[config.mk]
export PLATFORM = sky130hd
export DESIGN_NAME = pack_record_scanner
export DESIGN_NICKNAME = d
export VERILOG_FILES = /design/src/prs_pkg.sv /design/src/pack_record_scanner.sv /design/src/prs_in_stage.sv /design/src/prs_scan_core.sv /design/src/prs_out_stage.sv
export SDC_FILE = /design/constraint.sdc
export NUM_CORES = 1
export LEC_CHECK = 0
export ABC_AREA = 1
export BUFFER_PORTS_ARGS = -buffer_cell sky130_fd_sc_hd__buf_2
export CORE_MARGIN = 2
export CORE_UTILIZATION = 40
export DETAILED_ROUTE_END_ITERATION = 10
export SLEW_MARGIN = 40
export SYNTH_ARGS = -nofsm -noshare
export SYNTH_HDL_FRONTEND = slang
export SYNTH_SLANG_ARGS = --single-unit
[constraint.sdc]
create_clock -name clk -period 10.9 [get_ports clk]
set_input_delay 0 -clock clk [delete_from_list [all_inputs] [get_ports clk]]
set_output_delay 0 -clock clk [all_outputs]
set_load 0.05 [all_outputs]
[src/prs_pkg.sv]
// shared types, codes and defaults for the pack record scanner
// no dependencies; imported by every scanner module
package prs_pkg;

	localparam int ADDR_WIDTH_DEF   = 20;
	localparam int HEADER_BYTES_DEF = 10;
	localparam int UNIT_BYTES_DEF   = 8192;

	localparam int START_W     = 20;
	localparam int LEN_W       = 16;
	localparam int FREE_W      = 21;
	localparam int CFG_INDEX_W = 1;
	localparam int CFG_DATA_W  = 16;

	localparam logic [CFG_INDEX_W-1:0] REG_WANTED_TYPE   = 1'd0;
	localparam logic [CFG_INDEX_W-1:0] REG_TARGET_RECORD = 1'd1;

	localparam logic [7:0] LONG_TYPE = 8'h80;
	localparam logic [7:0] END_MARK  = 8'hFF;

	localparam logic [2:0] EV_HEADER   = 3'd0;
	localparam logic [2:0] EV_DATA     = 3'd1;
	localparam logic [2:0] EV_END      = 3'd2;
	localparam logic [2:0] EV_ZERO_LEN = 3'd3;
	localparam logic [2:0] EV_BAD_END  = 3'd4;

	typedef struct packed {
		logic [7:0] pack_byte;
		logic       start_req;
	} prs_in_t;

	typedef struct packed {
		logic [2:0]         event_res;
		logic [START_W-1:0] record_start;
		logic [7:0]         rec_kind;
		logic [LEN_W-1:0]   record_length;
		logic               is_long;
		logic               type_matches;
		logic [LEN_W-1:0]   match_count;
		logic               is_target;
		logic [7:0]         data_byte;
		logic [START_W-1:0] free_addr;
		logic [FREE_W-1:0]  free_space;
	} prs_out_t;

endpackage

[src/pack_record_scanner.sv]
// Pack record scanner: takes one pack byte per clock and reports records, data bytes and the
// end of pack. A byte passes an input register and the parser, and its result (if any) is
// registered in a result register that drives the output. One byte is taken every cycle while
// results are taken; a stalled result register holds the input side. There is no clearing
// pass after reset.
// depends on prs_pkg and the three prs modules.
module pack_record_scanner import prs_pkg::*; #(
	parameter int ADDR_WIDTH   = ADDR_WIDTH_DEF,
	parameter int HEADER_BYTES = HEADER_BYTES_DEF,
	parameter int UNIT_BYTES   = UNIT_BYTES_DEF
) (
	input  logic                   clk,
	input  logic                   arst_n,
	input  logic                   in_valid,
	output logic                   in_stall,
	input  prs_in_t                in_data,
	output logic                   out_valid,
	input  logic                   out_stall,
	output prs_out_t               out_data,
	input  logic                   cfg_valid,
	output logic                   cfg_ready,
	input  logic [CFG_INDEX_W-1:0] cfg_index,
	input  logic [CFG_DATA_W-1:0]  cfg_data
);

	logic     advance;
	logic     item_valid;
	prs_in_t  item;
	logic     res_valid;
	prs_out_t res;

	assign cfg_ready = 1'b1;

	prs_in_stage u_in (
		.clk        (clk),
		.arst_n     (arst_n),
		.in_valid   (in_valid),
		.in_stall   (in_stall),
		.in_data    (in_data),
		.advance    (advance),
		.item_valid (item_valid),
		.item       (item)
	);

	prs_scan_core #(
		.ADDR_WIDTH   (ADDR_WIDTH),
		.HEADER_BYTES (HEADER_BYTES),
		.UNIT_BYTES   (UNIT_BYTES)
	) u_core (
		.clk        (clk),
		.arst_n     (arst_n),
		.cfg_we     (cfg_valid && cfg_ready),
		.cfg_index  (cfg_index),
		.cfg_data   (cfg_data),
		.item_valid (item_valid),
		.item       (item),
		.advance    (advance),
		.res_valid  (res_valid),
		.res        (res)
	);

	prs_out_stage u_out (
		.clk        (clk),
		.arst_n     (arst_n),
		.item_valid (item_valid),
		.res_valid  (res_valid),
		.res        (res),
		.advance    (advance),
		.out_valid  (out_valid),
		.out_stall  (out_stall),
		.out_data   (out_data)
	);

endmodule

[src/prs_in_stage.sv]
// input register of the pack record scanner
// depends on prs_pkg
module prs_in_stage import prs_pkg::*; (
	input  logic    clk,
	input  logic    arst_n,
	input  logic    in_valid,
	output logic    in_stall,
	input  prs_in_t in_data,
	input  logic    advance,
	output logic    item_valid,
	output prs_in_t item
);

	logic    valid_s1;
	prs_in_t data_s1;
	logic    take;

	assign in_stall   = valid_s1 && !advance;
	assign take       = in_valid && !in_stall;
	assign item_valid = valid_s1;
	assign item       = data_s1;

	always_ff @(posedge clk or negedge arst_n) begin
		if (!arst_n) begin
			valid_s1 <= 1'b0;
		end else if (take) begin
			valid_s1 <= 1'b1;
		end else if (advance) begin
			valid_s1 <= 1'b0;
		end
	end

	always_ff @(posedge clk) begin
		if (take) begin
			data_s1 <= in_data;
		end
	end

endmodule

[src/prs_scan_core.sv]
// record parser state, configuration registers and per-byte result logic
// depends on prs_pkg
module prs_scan_core import prs_pkg::*; #(
	parameter int ADDR_WIDTH   = ADDR_WIDTH_DEF,
	parameter int HEADER_BYTES = HEADER_BYTES_DEF,
	parameter int UNIT_BYTES   = UNIT_BYTES_DEF
) (
	input  logic                   clk,
	input  logic                   arst_n,
	input  logic                   cfg_we,
	input  logic [CFG_INDEX_W-1:0] cfg_index,
	input  logic [CFG_DATA_W-1:0]  cfg_data,
	input  logic                   item_valid,
	input  prs_in_t                item,
	input  logic                   advance,
	output logic                   res_valid,
	output prs_out_t               res
);

	localparam int SIZE_W = 8 + $clog2(UNIT_BYTES);
	localparam int DIFF_W = (SIZE_W > ADDR_WIDTH) ? SIZE_W : ADDR_WIDTH;
	localparam int EXT_W  = (DIFF_W > FREE_W) ? DIFF_W : FREE_W;

	localparam logic [2:0] PH_HEADER = 3'd0;
	localparam logic [2:0] PH_LEN    = 3'd1;
	localparam logic [2:0] PH_TYPE   = 3'd2;
	localparam logic [2:0] PH_LHI    = 3'd3;
	localparam logic [2:0] PH_LLO    = 3'd4;
	localparam logic [2:0] PH_SKIP   = 3'd5;
	localparam logic [2:0] PH_DATA   = 3'd6;
	localparam logic [2:0] PH_STOP   = 3'd7;

	logic                  fire;

	logic [7:0]            wanted_type_q;
	logic [LEN_W-1:0]      target_record_q;

	logic [ADDR_WIDTH-1:0] addr_q, addr_e, addr_n;
	logic [2:0]            phase_q, phase_e, phase_n;
	logic [7:0]            length_q, length_e, length_n;
	logic [7:0]            type_q, type_e, type_n;
	logic [ADDR_WIDTH-1:0] start_q, start_e, start_n;
	logic [LEN_W-1:0]      left_q, left_e, left_n;
	logic [7:0]            high_q, high_e, high_n;
	logic [LEN_W-1:0]      count_q, count_e, count_n;
	logic [SIZE_W-1:0]     size_q, size_e, size_n;
	logic [LEN_W-1:0]      cur_len_q, cur_len_e, cur_len_n;
	logic                  cur_long_q, cur_long_e, cur_long_n;
	logic                  cur_match_q, cur_match_e, cur_match_n;
	logic                  cur_target_q, cur_target_e, cur_target_n;

	logic [7:0]            b;
	logic                  open_match;
	logic [LEN_W-1:0]      open_count;
	logic                  open_target;
	logic [LEN_W-1:0]      word;
	logic [LEN_W-1:0]      left_dec;
	logic [DIFF_W-1:0]     size_ext, start_ext, diff;
	logic [EXT_W-1:0]      diff_ext;
	logic [FREE_W-1:0]     free_sat;
	logic                  ev_valid;
	logic [2:0]            ev_code;
	logic [7:0]            ev_data;
	logic [START_W-1:0]    ev_first;
	logic [FREE_W-1:0]     ev_free;

	assign fire = item_valid && advance;
	assign b    = item.pack_byte;

	always_ff @(posedge clk or negedge arst_n) begin
		if (!arst_n) begin
			wanted_type_q   <= '0;
			target_record_q <= '0;
		end else if (cfg_we) begin
			case (cfg_index)
				REG_WANTED_TYPE: begin
					wanted_type_q <= cfg_data[7:0];
				end
				REG_TARGET_RECORD: begin
					target_record_q <= cfg_data;
				end
				default: begin
				end
			endcase
		end
	end

	// restart clears the scan before the byte is handled
	always_comb begin
		if (item.start_req) begin
			addr_e       = '0;
			phase_e      = PH_HEADER;
			length_e     = '0;
			type_e       = '0;
			start_e      = '0;
			left_e       = '0;
			high_e       = '0;
			count_e      = '0;
			size_e       = '0;
			cur_len_e    = '0;
			cur_long_e   = 1'b0;
			cur_match_e  = 1'b0;
			cur_target_e = 1'b0;
		end else begin
			addr_e       = addr_q;
			phase_e      = phase_q;
			length_e     = length_q;
			type_e       = type_q;
			start_e      = start_q;
			left_e       = left_q;
			high_e       = high_q;
			count_e      = count_q;
			size_e       = size_q;
			cur_len_e    = cur_len_q;
			cur_long_e   = cur_long_q;
			cur_match_e  = cur_match_q;
			cur_target_e = cur_target_q;
		end
	end

	always_comb begin
		open_match  = ((phase_e == PH_TYPE) ? b : type_e) == wanted_type_q;
		open_count  = (open_match && count_e != '1) ? count_e + LEN_W'(1) : count_e;
		open_target = open_match && target_record_q != '0 && open_count == target_record_q;
		word        = {high_e, b};
		left_dec    = (left_e != '0) ? left_e - LEN_W'(1) : left_e;

		size_ext  = DIFF_W'(size_e);
		start_ext = DIFF_W'(start_e);
		diff      = (size_ext > start_ext) ? size_ext - start_ext : '0;
		diff_ext  = EXT_W'(diff);
		free_sat  = (diff_ext > EXT_W'({FREE_W{1'b1}})) ? '1 : diff_ext[FREE_W-1:0];
	end

	always_comb begin
		addr_n       = addr_e + ADDR_WIDTH'(1);
		phase_n      = phase_e;
		length_n     = length_e;
		type_n       = type_e;
		start_n      = start_e;
		left_n       = left_e;
		high_n       = high_e;
		count_n      = count_e;
		size_n       = size_e;
		cur_len_n    = cur_len_e;
		cur_long_n   = cur_long_e;
		cur_match_n  = cur_match_e;
		cur_target_n = cur_target_e;
		ev_valid     = 1'b0;
		ev_code      = EV_HEADER;
		ev_data      = '0;
		ev_first     = '0;
		ev_free      = '0;

		case (phase_e)
			PH_HEADER: begin
				if (addr_e == ADDR_WIDTH'(1)) begin
					size_n = SIZE_W'(b) * SIZE_W'(UNIT_BYTES);
				end
				if (addr_e >= ADDR_WIDTH'(HEADER_BYTES - 1)) begin
					phase_n = PH_LEN;
				end
			end
			PH_LEN: begin
				start_n  = addr_e;
				length_n = b;
				phase_n  = PH_TYPE;
			end
			PH_TYPE: begin
				type_n = b;
				if (length_e == '0) begin
					cur_len_n    = LEN_W'(length_e);
					cur_long_n   = 1'b0;
					cur_match_n  = 1'b0;
					cur_target_n = 1'b0;
					phase_n      = PH_STOP;
					ev_valid     = 1'b1;
					ev_code      = EV_ZERO_LEN;
				end else if (b == LONG_TYPE) begin
					phase_n = PH_LHI;
				end else if (b == END_MARK) begin
					cur_len_n    = LEN_W'(length_e);
					cur_long_n   = 1'b0;
					cur_match_n  = 1'b0;
					cur_target_n = 1'b0;
					phase_n      = PH_STOP;
					ev_valid     = 1'b1;
					if (length_e == END_MARK) begin
						ev_code  = EV_END;
						ev_first = START_W'(start_e);
						ev_free  = free_sat;
					end else begin
						ev_code = EV_BAD_END;
					end
				end else begin
					cur_len_n    = LEN_W'(length_e);
					cur_long_n   = 1'b0;
					cur_match_n  = open_match;
					count_n      = open_count;
					cur_target_n = open_target;
					left_n       = LEN_W'(length_e);
					phase_n      = PH_DATA;
					ev_valid     = 1'b1;
					ev_code      = EV_HEADER;
				end
			end
			PH_LHI: begin
				high_n  = b;
				phase_n = PH_LLO;
			end
			PH_LLO: begin
				left_n       = word;
				cur_len_n    = word;
				cur_long_n   = 1'b1;
				cur_match_n  = open_match;
				count_n      = open_count;
				cur_target_n = open_target;
				phase_n      = (word != '0) ? PH_SKIP : PH_LEN;
				ev_valid     = 1'b1;
				ev_code      = EV_HEADER;
			end
			PH_SKIP: begin
				left_n = left_dec;
				if (left_dec == '0) begin
					phase_n = PH_LEN;
				end
			end
			PH_DATA: begin
				left_n = left_dec;
				if (left_dec == '0) begin
					phase_n = PH_LEN;
				end
				ev_valid = 1'b1;
				ev_code  = EV_DATA;
				ev_data  = b;
			end
			default: begin
			end
		endcase
	end

	always_comb begin
		res_valid          = ev_valid;
		res.event_res      = ev_code;
		res.record_start   = START_W'(start_n);
		res.rec_kind       = type_n;
		res.record_length  = cur_len_n;
		res.is_long        = cur_long_n;
		res.type_matches   = cur_match_n;
		res.match_count    = count_n;
		res.is_target      = cur_target_n;
		res.data_byte      = ev_data;
		res.free_addr      = ev_first;
		res.free_space     = ev_free;
	end

	always_ff @(posedge clk or negedge arst_n) begin
		if (!arst_n) begin
			addr_q       <= '0;
			phase_q      <= PH_HEADER;
			length_q     <= '0;
			type_q       <= '0;
			start_q      <= '0;
			left_q       <= '0;
			high_q       <= '0;
			count_q      <= '0;
			size_q       <= '0;
			cur_len_q    <= '0;
			cur_long_q   <= 1'b0;
			cur_match_q  <= 1'b0;
			cur_target_q <= 1'b0;
		end else if (fire) begin
			addr_q       <= addr_n;
			phase_q      <= phase_n;
			length_q     <= length_n;
			type_q       <= type_n;
			start_q      <= start_n;
			left_q       <= left_n;
			high_q       <= high_n;
			count_q      <= count_n;
			size_q       <= size_n;
			cur_len_q    <= cur_len_n;
			cur_long_q   <= cur_long_n;
			cur_match_q  <= cur_match_n;
			cur_target_q <= cur_target_n;
		end
	end

endmodule

[src/prs_out_stage.sv]
// result register of the pack record scanner
// depends on prs_pkg
module prs_out_stage import prs_pkg::*; (
	input  logic     clk,
	input  logic     arst_n,
	input  logic     item_valid,
	input  logic     res_valid,
	input  prs_out_t res,
	output logic     advance,
	output logic     out_valid,
	input  logic     out_stall,
	output prs_out_t out_data
);

	logic     valid_q;
	prs_out_t data_q;

	assign advance   = !valid_q || !out_stall;
	assign out_valid = valid_q;
	assign out_data  = data_q;

	always_ff @(posedge clk or negedge arst_n) begin
		if (!arst_n) begin
			valid_q <= 1'b0;
		end else if (advance) begin
			valid_q <= item_valid && res_valid;
		end
	end

	always_ff @(posedge clk) begin
		if (advance && item_valid && res_valid) begin
			data_q <= res;
		end
	end

endmodule

==> results of run 1 <==
-- layout make-up --
cell class / instances / area (sq um)
fill: 3743 / 19800
clock inverter: 17 / 221
tap: 511 / 639
timing repair buffer: 189 / 1170
multi-input combinational: 1226 / 6190
inverter: 242 / 913
clock buffer: 40 / 830
sequential: 289 / 7850
-- timing repair --
action / CTS / global route
setup endpoints to repair: 0 / 0
endpoints found under the hold margin: 144 / 36
hold buffers: 30 / 1
-- flip-flops by register name, indices dropped and copies added (netlist names) --
register and cells:
u_core.type_q 8, u_core.wanted_type_q 8, u_core.addr_q 20, u_core.cur_match_q 1, u_core.cur_target_q 1, u_core.left_q 16, u_core.cur_long_q 1, u_core.cur_len_q 16
u_core.start_q 20, u_in.item 9, u_core.size_q 21, u_core.count_q 16, u_core.high_q 8, u_out.out_data 115, u_out.out_valid 1, u_in.item_valid 1
u_core.phase_q 3, u_core.length_q 8, u_core.target_record_q 16
-- cell usage after synthesis (all sizes together), types with 13 or more instances --
| master | count |
|---|---|
| nand2 | 392 |
| nor2 | 244 |
| inv | 241 |
| o21ai | 181 |
| dfrtp | 165 |
| edfxtp | 124 |
| a21oi | 83 |
| nand3 | 72 |
| clkbuf | 48 |
| xor2 | 43 |
| nand4 | 32 |
| buf | 29 |
| nor3 | 26 |
| ha | 25 |
| o22ai | 22 |
| xnor2 | 16 |
| nor4 | 15 |
| a211oi | 13 |
-- layer usage --
layer	up-vias	track usage
met5	-	0
met4	0	0.0601
met3	71	0.0245
met2	422	0.357
met1	6229	0.326
li1	6356	-
-- logic make-up after synthesis --
group / count (synthesis) / synth area share
simple gates: 798 / 0.223
compound gates: 340 / 0.123
buf+inv: 319 / 0.0831
flops: 289 / 0.514
xor+xnor: 59 / 0.0338
fa+ha+maj: 26 / 0.0218
mux: 2 / 0.00147
other cells: 1 / 0.000245
-- where the power goes --
| part | total [W] | switching (W) | leakage [nW] | internal, W |
|---|---|---|---|---|
| clock network | 0.00109 | 0.000438 | 0.503 | 0.000654 |
| logic | 0.00136 | 0.00101 | 3.84 | 0.000349 |
| registers | 0.00144 | 0.0000834 | 3.37 | 0.00135 |
-- cells in the final DEF (no fill, tap or decap), drive strengths merged, types with 3 or more instances in the layout --
cell type and instances:
a21boi 3, or2 3, nand3b 10, o22ai 22, a31oi 4, xnor2 16
o21ai 181, dlygate4sd3 31, dfrtp 165, clkbuf 40, bufinv 5, buf 158
clkinvlp 4, nand3 72, xor2 43, clkinv 8, inv 242, nand4 32
edfxtp 124, nand2 392, nor2 244, nor3 26, o211ai 11, nor4 15
o221ai 8, ha 25, a21oi 83, a211oi 13
-- how the worst max path moves through the flow --
stage | cells past startpoint | end | start | slack (ns)
finish | 18 | u_out.out_data[19] | u_in.item[0] | 6.11
global route | 18 | u_out.out_data[19] | u_in.item[0] | 5.70
CTS | 19 | u_out.out_data[18] | u_in.item[0] | 6.22
detailed placement | 19 | u_out.out_data[18] | u_in.item[0] | 6.24
global placement | 18 | u_core.cur_target_q | u_in.item[7] | 6.21
floorplan | 11 | u_out.out_data[0] | u_in.item[0] | 6.37
-- per-stage QoR --
step,instances,setup WS (ns)
floorplan,1834,6.37
global placement,2425,6.21
detailed placement,2425,6.24
CTS,2512,6.22
global route,2514,5.70
finish,2514,6.11
-- critical path: stages, from the launching register on --
cell and delay (ns):
edfxtp_1 0.32, buf_4 0.49, buf_4 0.59, inv_2 0.09, buf_4 0.32, nand2_1 0.19
ha_1 0.30, a21oi_1 0.17, nand2_1 0.11, a21oi_1 0.33, o21ai_0 0.19, a21boi_0 0.39
o21ai_0 0.21, a21oi_1 0.26, o21ai_0 0.17, nand3_1 0.10, nand2_1 0.06, xor2_1 0.13
nor2_1 0.05
==> flow_summary.toml, run 1 <==
[sta]
worstMarginPinSlew_ns = 0.821
slew_violations = 0
final-hold-violation-count = 0
fin_crit_ns = 4.79
fmax_mhz = 209
relSlewSlack = 0.452
finalSetupTns_ns = 0
holdWs_ns = 0.0358
fin_crit_sh = 0.439
rsz0062_at_grt = "false"
finalSetupViolations = 0
skew_ns = 0.0225

[worst_setup_path]
cp-end-kind = "flip-flop"
cp-start-kind = "flip-flop"
worstPathMaxFanout = 46
crit_arrival_ns = 5.10
r2r_cells = 18
rrSetupSlack_ns = 6.11
r2r-end = "u_out.out_data[19]"
required_ns = 11.22
timing.rr.start = "u_in.item[0]"
crit_type = "reg2reg"

[power_and_ir_drop]
total_power_w = 0.00389
p_per_area_nw_per_um2 = 218
vdd.ir_drop.worst_mv = 0.133
p_leak_nw = 7.71

[synth]
synth_edf_count = 124
ys_warn_count = 0
ys_seq_area_frac = 0.514
synth_seq_cells = 289
avgSynthCellArea_sq_um = 8.34
ys.flop_type = "dfrtp_1"
netlist_area_sq_um = 15300
syn-num-nets = 1891
synthDistinctLibCells = 58
yosysTopAreaCellShare = 0.270
synthTopCellsByArea = "dfrtp_1, edfxtp_1, nand2_1, inv_1, o21ai_0"
synth_top_area_cell = "dfrtp_1"
syn_inst = 1834
synthArstFlopShare = 0.571

[route]
drc = 0
dr.pass1.iters = 5
ant_nets = 0
dr_total_vias = 13078
routed_wirelength_um = 44300
wl_met3_um = 2460
drtIter0Drc = 1224
routed.top_layer = "met4"
viasPerCell = 5.20
wire_per_inst_um = 17.6
wl_met1_um = 21000
wl_met2_um = 19800

[global_route]
grt_first_pass_wirelength_um = 69900
grt_max_degree = 102
grt_pass1_vias = 12419
overflow = 0
track_usage = 0.225
antenna_found_initial = 0

[finish]
design_area_sq_um = 17800
drive_gt1_frac = 0.123
antenna_cells = 0
area_growth_pct = 16.5
final_nets = 2036
postLayoutCoreUtil = 0.473

[placed_design]
routabilityCongestion = 0.941
dp_hpwl_um = 31900
portBuffers = 147
placed_area_sq_um = 16400

[min_path]
hold-path-endpoint = "u_core.wanted_type_q[1]"
holdCritStartpoint = "cfg_valid"
hold_class = "in2reg"
hold-path-cell-count = 4

[floorplanning]
dieArea_sq_um = 39800
io_pins = 149
core_area_sq_um = 37700
fp.dieW_um = 200
rows = 71
initial_core_util = 0.406
fp.dieH_um = 200

[clocking]
cts-resized-gates = 0
cts.path.max_buffers = 3
post-cts-setup-buffers = 0
root_buffer = "clkbuf_16"
cts_tree = "built"
htreeDepth = 1
clock_sinks = 289
numCtsBuffers = 31
insertion_delay_ns = 0.57
cts.reportedPaths.clkPinSlew_ns = 0.06

[flow_run]
cap_viol_max_count = 0

[run_status]
outcome = "finished, final reports clean"
(Power assumes the default switching activity.)
==> inputs of run 2 (changes only) <==
==> constraint.sdc (replaced) <==
create_clock -name clk -period 4.2 [get_ports clk]
set_input_delay 0 -clock clk [delete_from_list [all_inputs] [get_ports clk]]
set_output_delay 0 -clock clk [all_outputs]
set_load 0.05 [all_outputs]
==> run 2 against run 1 <==
Net effect: count of clock-buffer cells in the layout is the same; power grew to 2.7 times the previous value; non-clock buffer count up 13; routed wire length hardly changed; flip-flop and latch count is the same; clock power rose to 2.8 times the previous value; critical path depth fell by 4; final cell count grew 0.68%; sequential power rose to 2.6 times the previous value.
==> flow_summary.toml, run 2 (synthesis results as in run 1) <==
[worst_setup_path]
rrSetupSlack_ns = 0.50
cp-start-kind = "flip-flop"
crit_arrival_ns = 3.99
timing.rr.start = "u_in.item[0]"
crit_path_start = "u_in.item[0]"
required_ns = 4.48
cp-end-kind = "flip-flop"
crit_type = "reg2reg"
worstPathMaxFanout = 58

[finish]
layout_common_cells = "nand2_1, inv_1, nor2_1, o21ai_0, dfrtp_1"
antenna_cells = 0
largest_register_ff_count = 115
stdcell_count = 2531
drive_gt1_frac = 0.130
area_growth_pct = 17.8
postLayoutCoreUtil = 0.478
final_common_cell = "nand2_1"
design_area_sq_um = 18000
final_nets = 2052

[run_status]
outcome = "finished, final reports clean"

[clocking]
cts.reportedPaths.clkPinSlew_ns = 0.06
cts-resized-gates = 0
clock_sinks = 289
numCtsBuffers = 34
htreeDepth = 2
root_buffer = "clkbuf_16"
cts_tree = "built"
insertion_delay_ns = 0.54
cts.path.max_buffers = 3

[sta]
fin_crit_sh = 0.882
relSlewSlack = 0.488
worstMarginPinSlew_ns = 0.767
skew_ns = 0.0167
rsz0062_at_grt = "false"
final-hold-violation-count = 0
fin_crit_ns = 3.70
fmax_mhz = 270
finalSetupTns_ns = 0
slew_violations = 0
finalSetupViolations = 0

[power_and_ir_drop]
p_per_area_nw_per_um2 = 578
total_power_w = 0.0104
vdd.ir_drop.worst_mv = 0.352
p_leak_nw = 7.82

[route]
wire_per_inst_um = 17.5
ant_nets = 0
drc = 0
routed_wirelength_um = 44300
drtIter0Drc = 1049
viasPerCell = 5.14
dr_total_vias = 13007
dr.pass1.iters = 6

[floorplanning]
core_area_sq_um = 37700
io_pins = 149
fp.dieH_um = 200
rows = 71
initial_core_util = 0.406
fp.dieW_um = 200
dieArea_sq_um = 39800

[global_route]
overflow = 0
track_usage = 0.225
grt_max_degree = 114
grt_pass1_vias = 12211
grt_first_pass_wirelength_um = 69100
antenna_found_initial = 0

[flow_run]
cap_viol_max_count = 0

[placed_design]
dp_hpwl_um = 32100
dp_cells = 2440
portBuffers = 147
routabilityCongestion = 0.944
placed_area_sq_um = 16500

[min_path]
hold_class = "in2reg"
holdCritStartpoint = "cfg_valid"
## run 2: changes by cell type in the layout (fill, tap and decap cells not counted), moves of 2 or more
cell	change
buf_4	+15
clkbuf_16	+4
buf_12	+2
buf_6	-2
clkbuf_1	-2
clkinv_2	+2
clkinvlp_4	+2
## run 2: path summary, 6_finish.rpt
kind,to,cells past startpoint
worst min-delay path,u_core.wanted_type_q[3],4
worst max-delay path,u_out.out_data[19],14
max in group asynchronous,u_core.target_record_q[8],3
min in group asynchronous,u_core.size_q[18],2
worst min register to register,u_core.left_q[7],2
worst max register to register,u_out.out_data[19],14
## run 2: final cells by class
cell class,instances,area [sq um]
fillers,3752,19700
clock inverters,21,269
repair buffers,202,1260
flip-flops and latches,289,7850
multi-input cells,1226,6180
clock buffers,40,895
well taps,511,639
inverters,242,915
## run 2: repair_timing
| action | in CTS | in global routing |
|---|---|---|
| hold endpoints to repair | 115 | 0 |
| buffers inserted | 0 | 0 |
| hold buffers | 30 | 0 |
## run 2: per-stage QoR
step | setup WS (ns) | hold WS [ns]
floorplan | 0.0508 | -0.296
global placement | 0.645 | 0.115
detailed placement | 0.581 | 0.110
CTS | 0.564 | 0.0371
global route | 0.246 | 0.138
finish | 0.495 | 0.0526
## run 2: routing by layer
metal,part of all wire,track usage,wire (um),vias to the layer above
met5,0,0,0,-
met4,0.025,0.0711,1120,0
met3,0.058,0.0322,2580,67
met2,0.44,0.346,19700,428
met1,0.47,0.327,20900,6120
li1,-,-,-,6392
## run 2: worst max-delay path, cell delays in order, from the launching register on
cell and delay (ns):
edfxtp_1 0.41, buf_12 0.32, buf_4 0.39, nor2_1 0.11, ha_1 0.36, nand2_1 0.09
o21ai_0 0.27, a21boi_0 0.21, o21ai_0 0.34, a21oi_1 0.15, o21ai_0 0.37, nand3_1 0.11
nand2_1 0.09, xor2_1 0.15, nor2_1 0.05
## run 2: power breakdown
group	internal (W)	total (W)	switching, W
clock	0.00190	0.00310	0.00120
sequential	0.00351	0.00373	0.000213
combinational	0.000963	0.00358	0.00262
total	0.00638	0.0104	0.00403
